[src/hw/rtl/vtpd_pkg.sv]
// Shared constants, types and helpers for the vertex transform block.
`timescale 1ns / 1ps
package vtpd_pkg;
	localparam int FRAC_BITS     = 16;
	localparam int NEAR_ZERO_EPS = 66;
	localparam int NUM_REGS      = 8;
	localparam int CFG_IDX_W     = 4;
	localparam int PROD_W        = 64;
	localparam int TRUNC_W       = PROD_W - FRAC_BITS;
	localparam int SUM_W         = TRUNC_W + 2;
	localparam int NUM_W         = 32 + FRAC_BITS;
	localparam int FIFO_DEPTH    = 4;
	localparam int FIFO_PTR_W    = 2;
	localparam int FIFO_CNT_W    = 3;

	typedef struct packed {
		logic signed [31:0] x;
		logic signed [31:0] y;
		logic signed [31:0] z;
		logic signed [31:0] w;
		logic               do_div;
		logic               sat;
	} vtpd_item_t;

	typedef struct packed {
		logic [31:0] val;
		logic        sat;
	} sat_res_t;

	function automatic sat_res_t sat32(input logic signed [SUM_W-1:0] v);
		sat_res_t r;
		if (v > $signed(SUM_W'(32'sh7fffffff))) begin
			r.val = 32'h7fffffff;
			r.sat = 1'b1;
		end else if (v < $signed({{(SUM_W-32){1'b1}}, 32'h80000000})) begin
			r.val = 32'h80000000;
			r.sat = 1'b1;
		end else begin
			r.val = v[31:0];
			r.sat = 1'b0;
		end
		return r;
	endfunction

	function automatic logic [31:0] mag32(input logic signed [31:0] v);
		return v[31] ? 32'(-v) : 32'(v);
	endfunction
endpackage

[src/hw/rtl/vtpd_fifo.sv]
// Short queue between front and back.
`timescale 1ns / 1ps
module vtpd_fifo (
	input  logic                            clk,
	input  logic                            arst_n,
	input  logic                            push,
	input  vtpd_pkg::vtpd_item_t            push_item,
	input  logic                            pop,
	output logic                            empty,
	output vtpd_pkg::vtpd_item_t            head,
	output logic [vtpd_pkg::FIFO_CNT_W-1:0] level
);
	vtpd_pkg::vtpd_item_t                mem_q [vtpd_pkg::FIFO_DEPTH];
	logic [vtpd_pkg::FIFO_PTR_W-1:0]     wr_q;
	logic [vtpd_pkg::FIFO_PTR_W-1:0]     rd_q;
	logic [vtpd_pkg::FIFO_CNT_W-1:0]     cnt_q;

	assign empty = cnt_q == '0;
	assign head  = mem_q[rd_q];
	assign level = cnt_q;

	always_ff @(posedge clk) begin
		if (push) begin
			mem_q[wr_q] <= push_item;
		end
	end

	always_ff @(posedge clk or negedge arst_n) begin
		if (!arst_n) begin
			wr_q  <= '0;
			rd_q  <= '0;
			cnt_q <= '0;
		end else begin
			if (push) wr_q <= wr_q + 1'b1;
			if (pop) rd_q <= rd_q + 1'b1;
			cnt_q <= cnt_q + vtpd_pkg::FIFO_CNT_W'(push) - vtpd_pkg::FIFO_CNT_W'(pop);
		end
	end
endmodule

[config.mk]
export PLATFORM = sky130hd
export DESIGN_NAME = vtpd_fifo
export DESIGN_NICKNAME = d
export VERILOG_FILES = /design/src/hw/rtl/vtpd_pkg.sv /design/src/hw/rtl/vtpd_fifo.sv
export SDC_FILE = /design/constraint.sdc
export NUM_CORES = 1
export LEC_CHECK = 0
export ABC_AREA = 1
export BUFFER_PORTS_ARGS = -buffer_cell sky130_fd_sc_hd__buf_2
export CORE_MARGIN = 2
export CORE_UTILIZATION = 45
export CTS_CLUSTER_DIAMETER = 200
export DETAILED_ROUTE_END_ITERATION = 10
export GPL_ROUTABILITY_DRIVEN = 1
export HOLD_SLACK_MARGIN = 0.02
export PLACE_DENSITY = 0.66
export REMOVE_ABC_BUFFERS = 1
export SKIP_LAST_GASP = 1
export SYNTH_ARGS = -nofsm -noshare
export SYNTH_HDL_FRONTEND = slang
export SYNTH_SLANG_ARGS = --single-unit
[constraint.sdc]
create_clock -name clk -period 4.5 [get_ports clk]
set_input_delay 0.45 -clock clk [delete_from_list [all_inputs] [get_ports clk]]
set_output_delay 0.45 -clock clk [all_outputs]
set_load 0.01 [all_outputs]
==> results of run 1 <==
==> worst max path at each step <==
| stage | startpoint | end | slack, ns | cells past startpoint |
|---|---|---|---|---|
| floorplan | rd_q[0] | head[0] | -4.62 | 4 |
| global placement | rd_q[0] | head[109] | 1.76 | 6 |
| detailed placement | rd_q[0] | head[109] | 1.70 | 6 |
| CTS | rd_q[0] | head[12] | 1.06 | 6 |
| global route | rd_q[0] | head[82] | 0.82 | 6 |
| finish | rd_q[0] | head[12] | 1.00 | 6 |
==> flip-flops by register name, summed over array words and instances (netlist names) <==
signal,cells
rd_q,2
mem_q,520
wr_q,2
level,3
==> cell type report <==
cell class	count	area (µm²)	share of cell area, %
Timing Repair Buffer	284	1550	6.02
Clock buffer	71	1410	5.48
Inverter	534	2030	7.89
Clock inverter	21	226	0.878
Antenna cell	8	20.0	0.0776
Tap cell	664	831	3.22
Sequential cell	527	15800	61.2
Multi-Input combinational cell	934	3920	15.2
==> worst max-delay path: cells and delay by family (launching register included) <==
family                 cells  cell delay, ns
buffers and inverters      3            0.97
DFF                        1            0.91
and+or+nand+nor            3            0.30
==> cells in the final DEF, fill, tap and decap left out, types with 3 or more instances in the layout <==
cell type	n
nand2_1	661
inv_1	528
edfxtp_1	520
buf_2	267
nand3_1	261
clkbuf_16	53
clkbuf_1	16
buf_4	9
diode_2	8
clkinv_2	7
clkinv_1	7
buf_12	7
ha_1	6
bufinv_16	5
dfrtp_1	5
inv_6	4
xor2_1	3
==> logic make-up after synthesis <==
logic type,after synthesis
buf+inv,621
xor+xnor,3
fa+ha+maj,7
compound gates,1
simple gates,923
flops,527
==> stage by stage <==
stage	util [%]	cell area (µm²)	TNS, ns	hold WS [ns]
2_1_floorplan	-	21700	-601.34	0.154
3_3_place_gp	49.4	24100	0	0.297
3_5_place_dp	49.4	24100	0	0.298
4_1_cts	52.8	25800	0	0.0430
5_1_grt	52.8	25800	0	0.0614
6_report	52.8	25800	0	0.0787
==> layer usage <==
| layer | vias up | part of all wire (%) | wire length [µm] | GRT usage (%) |
|---|---|---|---|---|
| li1 | 7000 | - | - | - |
| met1 | 6802 | 42 | 20300 | 23.4 |
| met2 | 331 | 48 | 23100 | 31.2 |
| met3 | 99 | 6.3 | 3030 | 4.35 |
| met4 | 16 | 2.8 | 1340 | 7.19 |
| met5 | - | 0.21 | 100 | 0 |
==> power groups by stage <==
stage	registers, mW	logic (mW)	clock network (mW)
after floorplan	7.12	3.41	0
after global placement	6.79	5.77	0
after detailed placement	6.82	5.85	0
after CTS	6.72	5.89	4.30
after global routing	6.80	6.47	4.48
final	6.72	5.77	4.20
==> what timing repair did <==
action,4_1_cts,5_1_grt
setup buffers,0,0
hold buffers,1,0
endpoints found under the hold margin,7,0
endpoints found under the setup margin,0,0
==> results.md, run 1 <==
- I/O pins: 268
- Switching share of total power: 36.0%
- Num CTS Buffers: 53
- Post-route insts no fill: 3043
- Vias post-DR: 14200
- Seq pwr share: 40.3%
- Crit. End Element: output pin
- Status: finished clean
- WHS Endpoint: mem_q[1][5]
- Worst Skew: 0.00876 ns
- Via/cell ratio: 4.68
- Die area: 51300 µm²
- Global-route wire length before repair: 73.2 mm
- # setup viols final: 0
- Total Routed Length: 47.8 mm
- Post-layout minimum cycle time: 3.50 ns
- Nets: 2475
- Slew headroom: 35.0%
- Syn avg cell area: 10.7 µm²
- Commonest cells post-synth: nand2_1, inv_1, edfxtp_1
- Internal power: 10.7 mW
- Total track usage: 18.6%
- Reg2reg start: wr_q[0]
- Hold Startpoint: push_item[5]
- Multiplexer area fraction after synthesis: 0%
- Number of fill cells in the layout: 4258
- IO Port Bufs: 267
- Design Power: 16.7 mW
- Worst setup margin: 1.00 ns
- Share of the synthesized area in the top cell type: 70.1%
- Post-synthesis cell area: 22300 µm²
- Most frequent cell after synthesis: nand2_1
- H-tree depth: 2
- CTS resizes: 0
- Remaining Overflow, GRT: 0
- Initial antenna violation count: 15
- # DRC: 0
- Adder-cell share of the synthesized area: 0.427%
- Pwr per Cell Area: 647 nW/µm²
- Synth area leader: edfxtp_1
- Slew Viols, Final: 0
- Die Ht: 226 µm
- TritonCTS clock tree: done
- Hold Path Depth: 1
- Post-synthesis sequential area ratio: 70.9%
- GP Congestion: 0.782
- Clock group share of total power: 25.2%
- Initial DRC Count: 909
- Worst path max stage delay: 0.91 ns
- WP data required: 4.05 ns
- Post-DP HPWL: 27.1 mm
- Clock Latency Late Sink: 0.58 ns
- Clock buffer depth: 3
- Cell Chain, Critical Path: inv_8, buf_4, nand2_1, nand3_1, nand2_1, buf_2
- Synth Area in XOR/XNOR: 0.118%
- Area growth syn-to-layout: 15.9%
- Worst Path Max Fanout: 130
- Worst-margin pin slew: 0.975 ns
- Worst-path clk slew: 0.06 ns
- Reg2Reg Setup Slack: 2.25 ns
- Initial core utilization: 45.6%
- Worst r2r dst: mem_q[0][16]
- Post-synth cell types: 15
- Area of the core: 48800 µm²
- Largest family of logic cells by synthesized area: simple AND/OR/NAND/NOR gates
- Max-cap violations: 0
- Pre-CTS setup slack: 1.70 ns
- Fmax: 286 MHz
- Startpoint types: flip-flop
- Cell types occupying the most area after synthesis: edfxtp_1, nand2_1, inv_1
- CTS root buffer: clkbuf_16
- Die X: 226 µm
- Final hold vios: 0
- Sink Count: 527
- Crit Path Category: reg2out
- Worst VDD drop: 0.842 mV
- Reg2reg path depth: 5
- Top_reg_cell synth: edfxtp_1
- Routed WL per cell: 15.7 µm
- Dpl cells: 2942
- ANT nets after route: 0
- HP Class: in2reg
- EDFF count, synth: 520
- Compound-Gate Fraction of Synth Area: 0.0225%
- Vias in the first global route: 14000
- DR pass1 iterations: 5
- Simple-gate area share of the yosys netlist: 17.0%
- P_sw: 6.01 mW
- Async SR Flop Fraction: 1.33%
- Cells after synthesis: 2082
- Yosys reg bits: 527
- Combinational share of power: 34.6%
- Largest net degree at the start of global routing: 138
- Std-Cell Rows: 81
- Arrival time worst endpoint: 3.05 ns
- RSZ-0062 raised after global routing: no
- Share of cells above drive strength 1: 15.2%
- Crit path top cell by count: nand2_1
- Crit-path slowest cell: dfrtp_4
- Leakage: 12.0 nW
- YS warnings: 0
- Tcrit/Tclk final: 77.7%
Note: power is estimated with default switching activity, not from simulation.
==> inputs of run 2 (changes only) <==
Clock period 4.5 ns to 3.46 ns, I/O delays scaled along.
==> results.md, run 2 (same netlist as run 1, synthesis figures left out) <==
- Status: finished clean (unchanged)
- Worst path max stage delay: 0.53 ns (was 0.91 ns)
- Total placed instance area: 24200 µm² (was 24100 µm²)
- WP data required: 3.11 ns (was 4.05 ns)
- TritonCTS clock tree: done (unchanged)
- Post-route insts no fill: 3185 (was 3043)
- Std-Cell Rows: 81 (unchanged)
- Reg2reg path depth: 5 (unchanged)
- I/O pins: 268 (unchanged)
- Initial core utilization: 45.6% (unchanged)
- Reg2Reg Setup Slack: 1.44 ns (was 2.25 ns)
- DR pass1 iterations: 5 (unchanged)
- Sink Count: 527 (unchanged)
- Tcrit/Tclk final: 82.6%
- Crit. End Element: output pin (unchanged)
- Worst hold margin: 0.0701 ns (was 0.0787 ns)
- Design Power: 22.1 mW (was 16.7 mW)
- Nets: 2612 (was 2475)
- CTS root buffer: clkbuf_16 (unchanged)
- GP Congestion: 0.750 (was 0.782)
- # setup viols final: 0 (unchanged)
- Hold-fix buffers, CTS: 132 (was 1)
- Largest net degree at the start of global routing: 133 (was 138)
- Vias in the first global route: 14600 (was 14000)
- Hold Startpoint: push (was push_item[5])
- Final hold vios: 0 (unchanged)
- Total track usage: 19.2% (was 18.6%)
- Dpl cells: 2946 (was 2942)
- Worst Skew: 0.0213 ns (was 0.00876 ns)
- Post-DP HPWL: 26.9 mm (was 27.1 mm)
- Slew Viols, Final: 0 (unchanged)
- Initial antenna violation count: 9 (was 15)
- WP buf/inv: 3 (unchanged)
- Setup TNS: 0 ns (unchanged)
- Routed WL per cell: 15.4 µm (was 15.7 µm)
- Final core area utilization: 55.8% (was 52.8%)
- Via/cell ratio: 4.60 (was 4.68)
- Number of fill cells in the layout: 4123 (was 4258)
- Area of the core: 48800 µm² (unchanged)
- Clock buffer depth: 3 (unchanged)
- HP Class: in2reg (unchanged)
- H-tree depth: 2 (unchanged)
- Worst Path Max Fanout: 94 (was 130)
- Vias post-DR: 14700 (was 14200)
- Area growth syn-to-layout: 22.5% (was 15.9%)
- Die area: 51300 µm² (unchanged)
- Crit path max-delay family: buffers and inverters (unchanged)
- Max reg flops: 520 (unchanged)
- Worst setup margin: 0.602 ns (was 1.00 ns)
- Reg with most FFs: mem_q (unchanged)
- Hold Path Depth: 2 (was 1)
- Leakage: 12.6 nW (was 12.0 nW)
- Cell Chain, Critical Path: inv_8, buf_12, nand2_1, nand3_1, nand2_1, buf_2 (was inv_8, buf_4, nand2_1, nand3_1, nand2_1, buf_2)
- RSZ-0062 raised after global routing: no (unchanged)
- Commonest cells after routing, fill and taps aside: nand2_1, inv_1, edfxtp_1 (unchanged)
- Remaining Overflow, GRT: 0 (unchanged)
- Global-route wire length before repair: 76.1 mm (was 73.2 mm)
- Die Ht: 226 µm (unchanged)
- Post-route design area: 27300 µm² (was 25800 µm²)
- Num CTS Buffers: 55 (was 53)
- # DRC: 0 (unchanged)
- Reg2reg start: wr_q[0] (unchanged)
- CTS resizes: 0 (unchanged)
- ANT nets after route: 0 (unchanged)
- Worst-path clk slew: 0.06 ns (about the same)
- WHS Endpoint: wr_q[0] (was mem_q[1][5])
- Post-CTS setup buffer count: 0 (unchanged)
- Worst VDD drop: 0.719 mV (was 0.842 mV)
- Post-layout minimum cycle time: 2.86 ns
- Worst r2r dst: mem_q[2][129] (was mem_q[0][16])
- Max-cap violations: 0 (unchanged)
- Arrival time worst endpoint: 2.51 ns (was 3.05 ns)
- Initial DRC Count: 950 (was 909)
- Share of cells above drive strength 1: 14.6% (was 15.2%)
- Slew headroom: 41.1% (was 35.0%)
- Crit-path slowest cell: dfrtp_4 (unchanged)
- Worst-margin pin slew: 0.883 ns (was 0.975 ns)
- Total Routed Length: 49.2 mm (was 47.8 mm)
- Pwr per Cell Area: 809 nW/µm² (was 647 nW/µm²)
- Crit path top cell by count: nand2_1 (unchanged)
- Die X: 226 µm (unchanged)
- Commonest non-fill, non-tap cell in the layout: nand2_1 (unchanged)
- Crit Path Category: reg2out (unchanged)
- Startpoint types: flip-flop (unchanged)
- Pre-CTS setup slack: 1.25 ns (was 1.70 ns)
- Fmax: 350 MHz
- IO Port Bufs: 267 (unchanged)
- Clock Latency Late Sink: 0.61 ns (was 0.58 ns)
## run 2: changes by cell type in the layout (fill, tap and decap cells not counted), sizes merged
cell,change
inv,+2
buf,+4
bufinv,-1
dlygate4sd3,+131
diode,-1
clkinv,+12
clkbuf,-5
## run 2: worst reg2reg max path: stages, from the launching register on
cell	delay, ns
dfrtp_1	0.43
inv_1	0.10
ha_1	0.15
nand2_1	0.10
inv_6	0.53
buf_4	0.40
## run 2: final cells by class
type                    count  area, µm²  area share, %
multi-input cells         934       3920           14.4
clock inverters            34        272          0.995
inverters                 534       2030           7.46
well taps                 664        831           3.05
clock buffers              66       1440           5.27
flip-flops and latches    527      15800           57.9
repair buffers            419       2970           10.9
diodes                      7       17.5         0.0642
## run 2: worst max path at each step
stage            start       end  depth (start not counted)
5_1_grt        rd_q[0]  head[95]                          6
3_3_place_gp   rd_q[1]  head[48]                          5
2_1_floorplan  rd_q[0]   head[0]                          4
6_report       rd_q[0]  head[19]                          6
3_5_place_dp   rd_q[0]  head[23]                          6
4_1_cts        rd_q[0]  head[23]                          6
## run 2: power breakdown
| group | switching [mW] | internal (mW) | total [mW] | leakage (nW) |
|---|---|---|---|---|
| Combinational | 5.37 | 2.48 | 7.85 | 6.91 |
| Clock | 2.37 | 3.24 | 5.61 | 0.830 |
| Sequential | 0.271 | 8.35 | 8.62 | 4.86 |
## run 2: per-layer routing
| metal | global-route usage (%) | share of wire (%) | routed length [µm] |
|---|---|---|---|
| met1 | 24.3 | 43 | 21100 |
| met2 | 32.7 | 48 | 23800 |
| met3 | 4.78 | 6.5 | 3210 |
| met4 | 5.48 | 2.1 | 1050 |
| met5 | 0 | 0.055 | 27 |
==> inputs of run 3 (changes only) <==
Settings changed: ABC_AREA 1 to 0, PLACE_DENSITY 0.66 to 0.67.
Clock period 3.46 ns to 2.9 ns, I/O delays scaled along.
==> results.md, run 3 <==
- Final hold vios: 0 (unchanged)
- DR pass1 iterations: 5 (unchanged)
- Worst path max stage delay: 0.64 ns (was 0.53 ns)
- Total track usage: 17.3% (was 19.2%)
- Worst r2r dst: mem_q[0][63] (was mem_q[2][129])
- ANT nets after route: 0 (unchanged)
- Worst-path clk slew: 0.06 ns (about the same)
- RSZ-0062 raised after global routing: no (unchanged)
- Synth area leader: edfxtp_1 (unchanged)
- Global-route wire length before repair: 57.4 mm (was 76.1 mm)
- H-tree depth: 2 (unchanged)
- Yosys reg bits: 527 (unchanged)
- Syn avg cell area: 26.8 µm² (was 10.7 µm²)
- Cell types occupying the most area after synthesis: edfxtp_1, mux4_2, dfrtp_1 (was edfxtp_1, nand2_1, inv_1)
- Slew Viols, Final: 0 (unchanged)
- Commonest cells after routing, fill and taps aside: edfxtp_1, buf_2, dlygate4sd3_1 (was nand2_1, inv_1, edfxtp_1)
- Tcrit/Tclk final: 92.6%
- Max-cap violations: 0 (unchanged)
- Startpoint types: flip-flop (unchanged)
- Cells after synthesis: 713 (was 2082)
- Num CTS Buffers: 51 (was 55)
- Routed wl met2: 18.5 mm (was 23.8 mm)
- Post-DP HPWL: 21.7 mm (was 26.9 mm)
- Async SR Flop Fraction: 1.33% (unchanged)
- Area growth syn-to-layout: 26.5% (was 22.5%)
- Leakage: 8.33 nW (was 12.6 nW)
- Commonest cells post-synth: edfxtp_1, mux4_2, buf_2 (was nand2_1, inv_1, edfxtp_1)
- Post-synth cell types: 16 (was 15)
- Nets: 1297 (was 2612)
- Crit-path slowest cell: dfrtp_4 (unchanged)
- Most frequent cell after synthesis: edfxtp_1 (was nand2_1)
- Largest net degree at the start of global routing: 71 (was 133)
- # setup viols final: 0 (unchanged)
- Clock Latency Late Sink: 0.57 ns (was 0.61 ns)
- Die X: 210 µm (was 226 µm)
- Status: finished clean (unchanged)
- Worst Skew: 0.0125 ns (was 0.0213 ns)
- Worst VDD drop: 0.520 mV (was 0.719 mV)
- Worst-margin pin slew: 0.567 ns (was 0.883 ns)
- Initial DRC Count: 524 (was 950)
- Cell Chain, Critical Path: buf_12, mux4_2, buf_2 (was inv_8, buf_12, nand2_1, nand3_1, nand2_1, buf_2)
- Total Routed Length: 37.4 mm (was 49.2 mm)
- Max reg flops: 520 (unchanged)
- Clock buffer depth: 3 (unchanged)
- Initial core utilization: 45.6% (about the same)
- Reg2reg path depth: 4 (was 5)
- WP data required: 2.61 ns (was 3.11 ns)
- Die Ht: 210 µm (was 226 µm)
- HP Class: in2async (was in2reg)
- Post-CTS setup buffer count: 0 (unchanged)
- Area of the core: 41900 µm² (was 48800 µm²)
- Remaining Overflow, GRT: 0 (unchanged)
- Cell depth of the worst setup path: 3 (was 6)
- EDFF count, synth: 520 (unchanged)
- Wire length on met1: 15.9 mm (was 21.1 mm)
- Vias in the first global route: 9765 (was 14600)
- Reg2Reg Setup Slack: 1.02 ns (was 1.44 ns)
- TritonCTS clock tree: done (unchanged)
- Sink Count: 527 (unchanged)
- Std-Cell Rows: 75 (was 81)
- # DRC: 0 (unchanged)
- Vias post-DR: 8978 (was 14700)
- Reg with most FFs: mem_q (unchanged)
- Via/cell ratio: 5.17 (was 4.60)
- Slew headroom: 62.2% (was 41.1%)
- Worst Path Max Fanout: 46 (was 94)
- Pwr per Cell Area: 970 nW/µm² (was 809 nW/µm²)
- GP Congestion: 0.727 (was 0.750)
- Crit path max-delay family: flip-flops (was buffers and inverters)
- Met3 wire len: 2.14 mm (was 3.21 mm)
- CTS root buffer: clkbuf_16 (unchanged)
- Reg2reg start: wr_q[0] (unchanged)
- Arrival time worst endpoint: 2.40 ns (was 2.51 ns)
- Commonest non-fill, non-tap cell in the layout: edfxtp_1 (was nand2_1)
- Routed WL per cell: 21.5 µm (was 15.4 µm)
- Share of the synthesized area in the top cell type: 81.6% (was 70.1%)
- Initial antenna violation count: 3 (was 9)
- Setup TNS: 0 ns (unchanged)
- Post-layout minimum cycle time: 2.69 ns
- Top Layer Used: met5 (unchanged)
- Share of cells above drive strength 1: 40.9% (was 14.6%)
- Die area: 44200 µm² (was 51300 µm²)
- YS warnings: 0 (unchanged)
- Worst hold margin: 0.102 ns (was 0.0701 ns)
- Post-synthesis cell area: 19100 µm² (was 22300 µm²)
- Fmax: 372 MHz
- WP buf/inv: 2 (was 3)
- Crit Path Category: reg2out (unchanged)
- Crit. End Element: output pin (unchanged)
- I/O pins: 268 (unchanged)
- Top_reg_cell synth: edfxtp_1 (unchanged)
- IO Port Bufs: 267 (unchanged)
- Post-synthesis sequential area ratio: 82.5% (was 70.9%)
==> run 3: cell types whose count changed in the layout (fill, tap and decap cells not counted), sizes merged, moves of 4 or more <==
cell and change:
inv -530, clkbuf +10, and2 +4, mux4 +130, diode -5, nand3 -261, nand2 -659, clkinv -12
==> run 3: area by class of cell <==
cell class | count | area (µm²)
inverter | 6 | 22.5
clock inverter | 18 | 133
sequential | 527 | 15800
clock buffer | 76 | 1450
timing repair buffer | 420 | 2990
tap | 539 | 674
multi-input combinational | 150 | 3120
fill | 3046 | 17800
antenna | 2 | 5.00
==> run 3: logic make-up (layout without fill, tap and decap cells) <==
kind of cell             after synthesis  in the layout  share of synthesized area (%)
buffers and inverters                 36            520                           1.22
flip-flops                           527            527                           82.5
AND/OR/NAND/NOR                        7              7                          0.196
adder cells (fa/ha/maj)                7              7                          0.497
multiplexers                         130            130                           15.3
AO/OA/AOI/OAI                          1              1                         0.0261
other                                  0              2                              0
XOR/XNOR                               5              5                          0.229
==> run 3: report_power, final <==
group	internal, mW	switching (mW)	total, mW
Sequential	9.95	0.462	10.4
Combinational	3.24	3.57	6.81
Clock	3.63	2.62	6.25
Total	16.8	6.65	23.5
==> run 3: per-layer routing <==
metal	track usage, %	vias up
li1	-	3980
met1	22.9	4694
met2	28.6	241
met3	4.01	61
met4	5.58	2
met5	0	-
==> run 3: repair_timing <==
| item | CTS | global route |
|---|---|---|
| setup endpoints to repair | 0 | 0 |
| hold endpoints to repair | 529 | 0 |
| gates resized for setup | 0 | 0 |
| hold buffers | 132 | 0 |
==> run 3: worst register-to-register path: stages (launching register included) <==
cell and delay (ns):
dfrtp_1 0.42, inv_1 0.10, ha_1 0.14, and2_4 0.44
buf_12 0.37
==> run 3: through the flow <==
step	cell area (µm²)	utilization [%]	power (mW)	worst slack, ns	cells
2_1_floorplan	18900	-	14.3	-3.12	683
3_3_place_gp	21300	50.7	17.3	0.785	1510
3_5_place_dp	21300	50.7	17.4	0.759	1510
4_1_cts	24200	57.7	23.9	0.110	1736
5_1_grt	24200	57.7	24.6	0.0721	1738
6_report	24200	57.7	23.5	0.215	1738
==> run 3: worst max-delay path by stage <==
stage	from	end	slack, ns
2_1_floorplan	rd_q[0]	head[0]	-3.12
3_3_place_gp	rd_q[0]	head[94]	0.79
4_1_cts	rd_q[0]	head[94]	0.11
5_1_grt	rd_q[0]	head[62]	0.07
3_5_place_dp	rd_q[0]	head[94]	0.76
6_report	rd_q[0]	head[62]	0.21
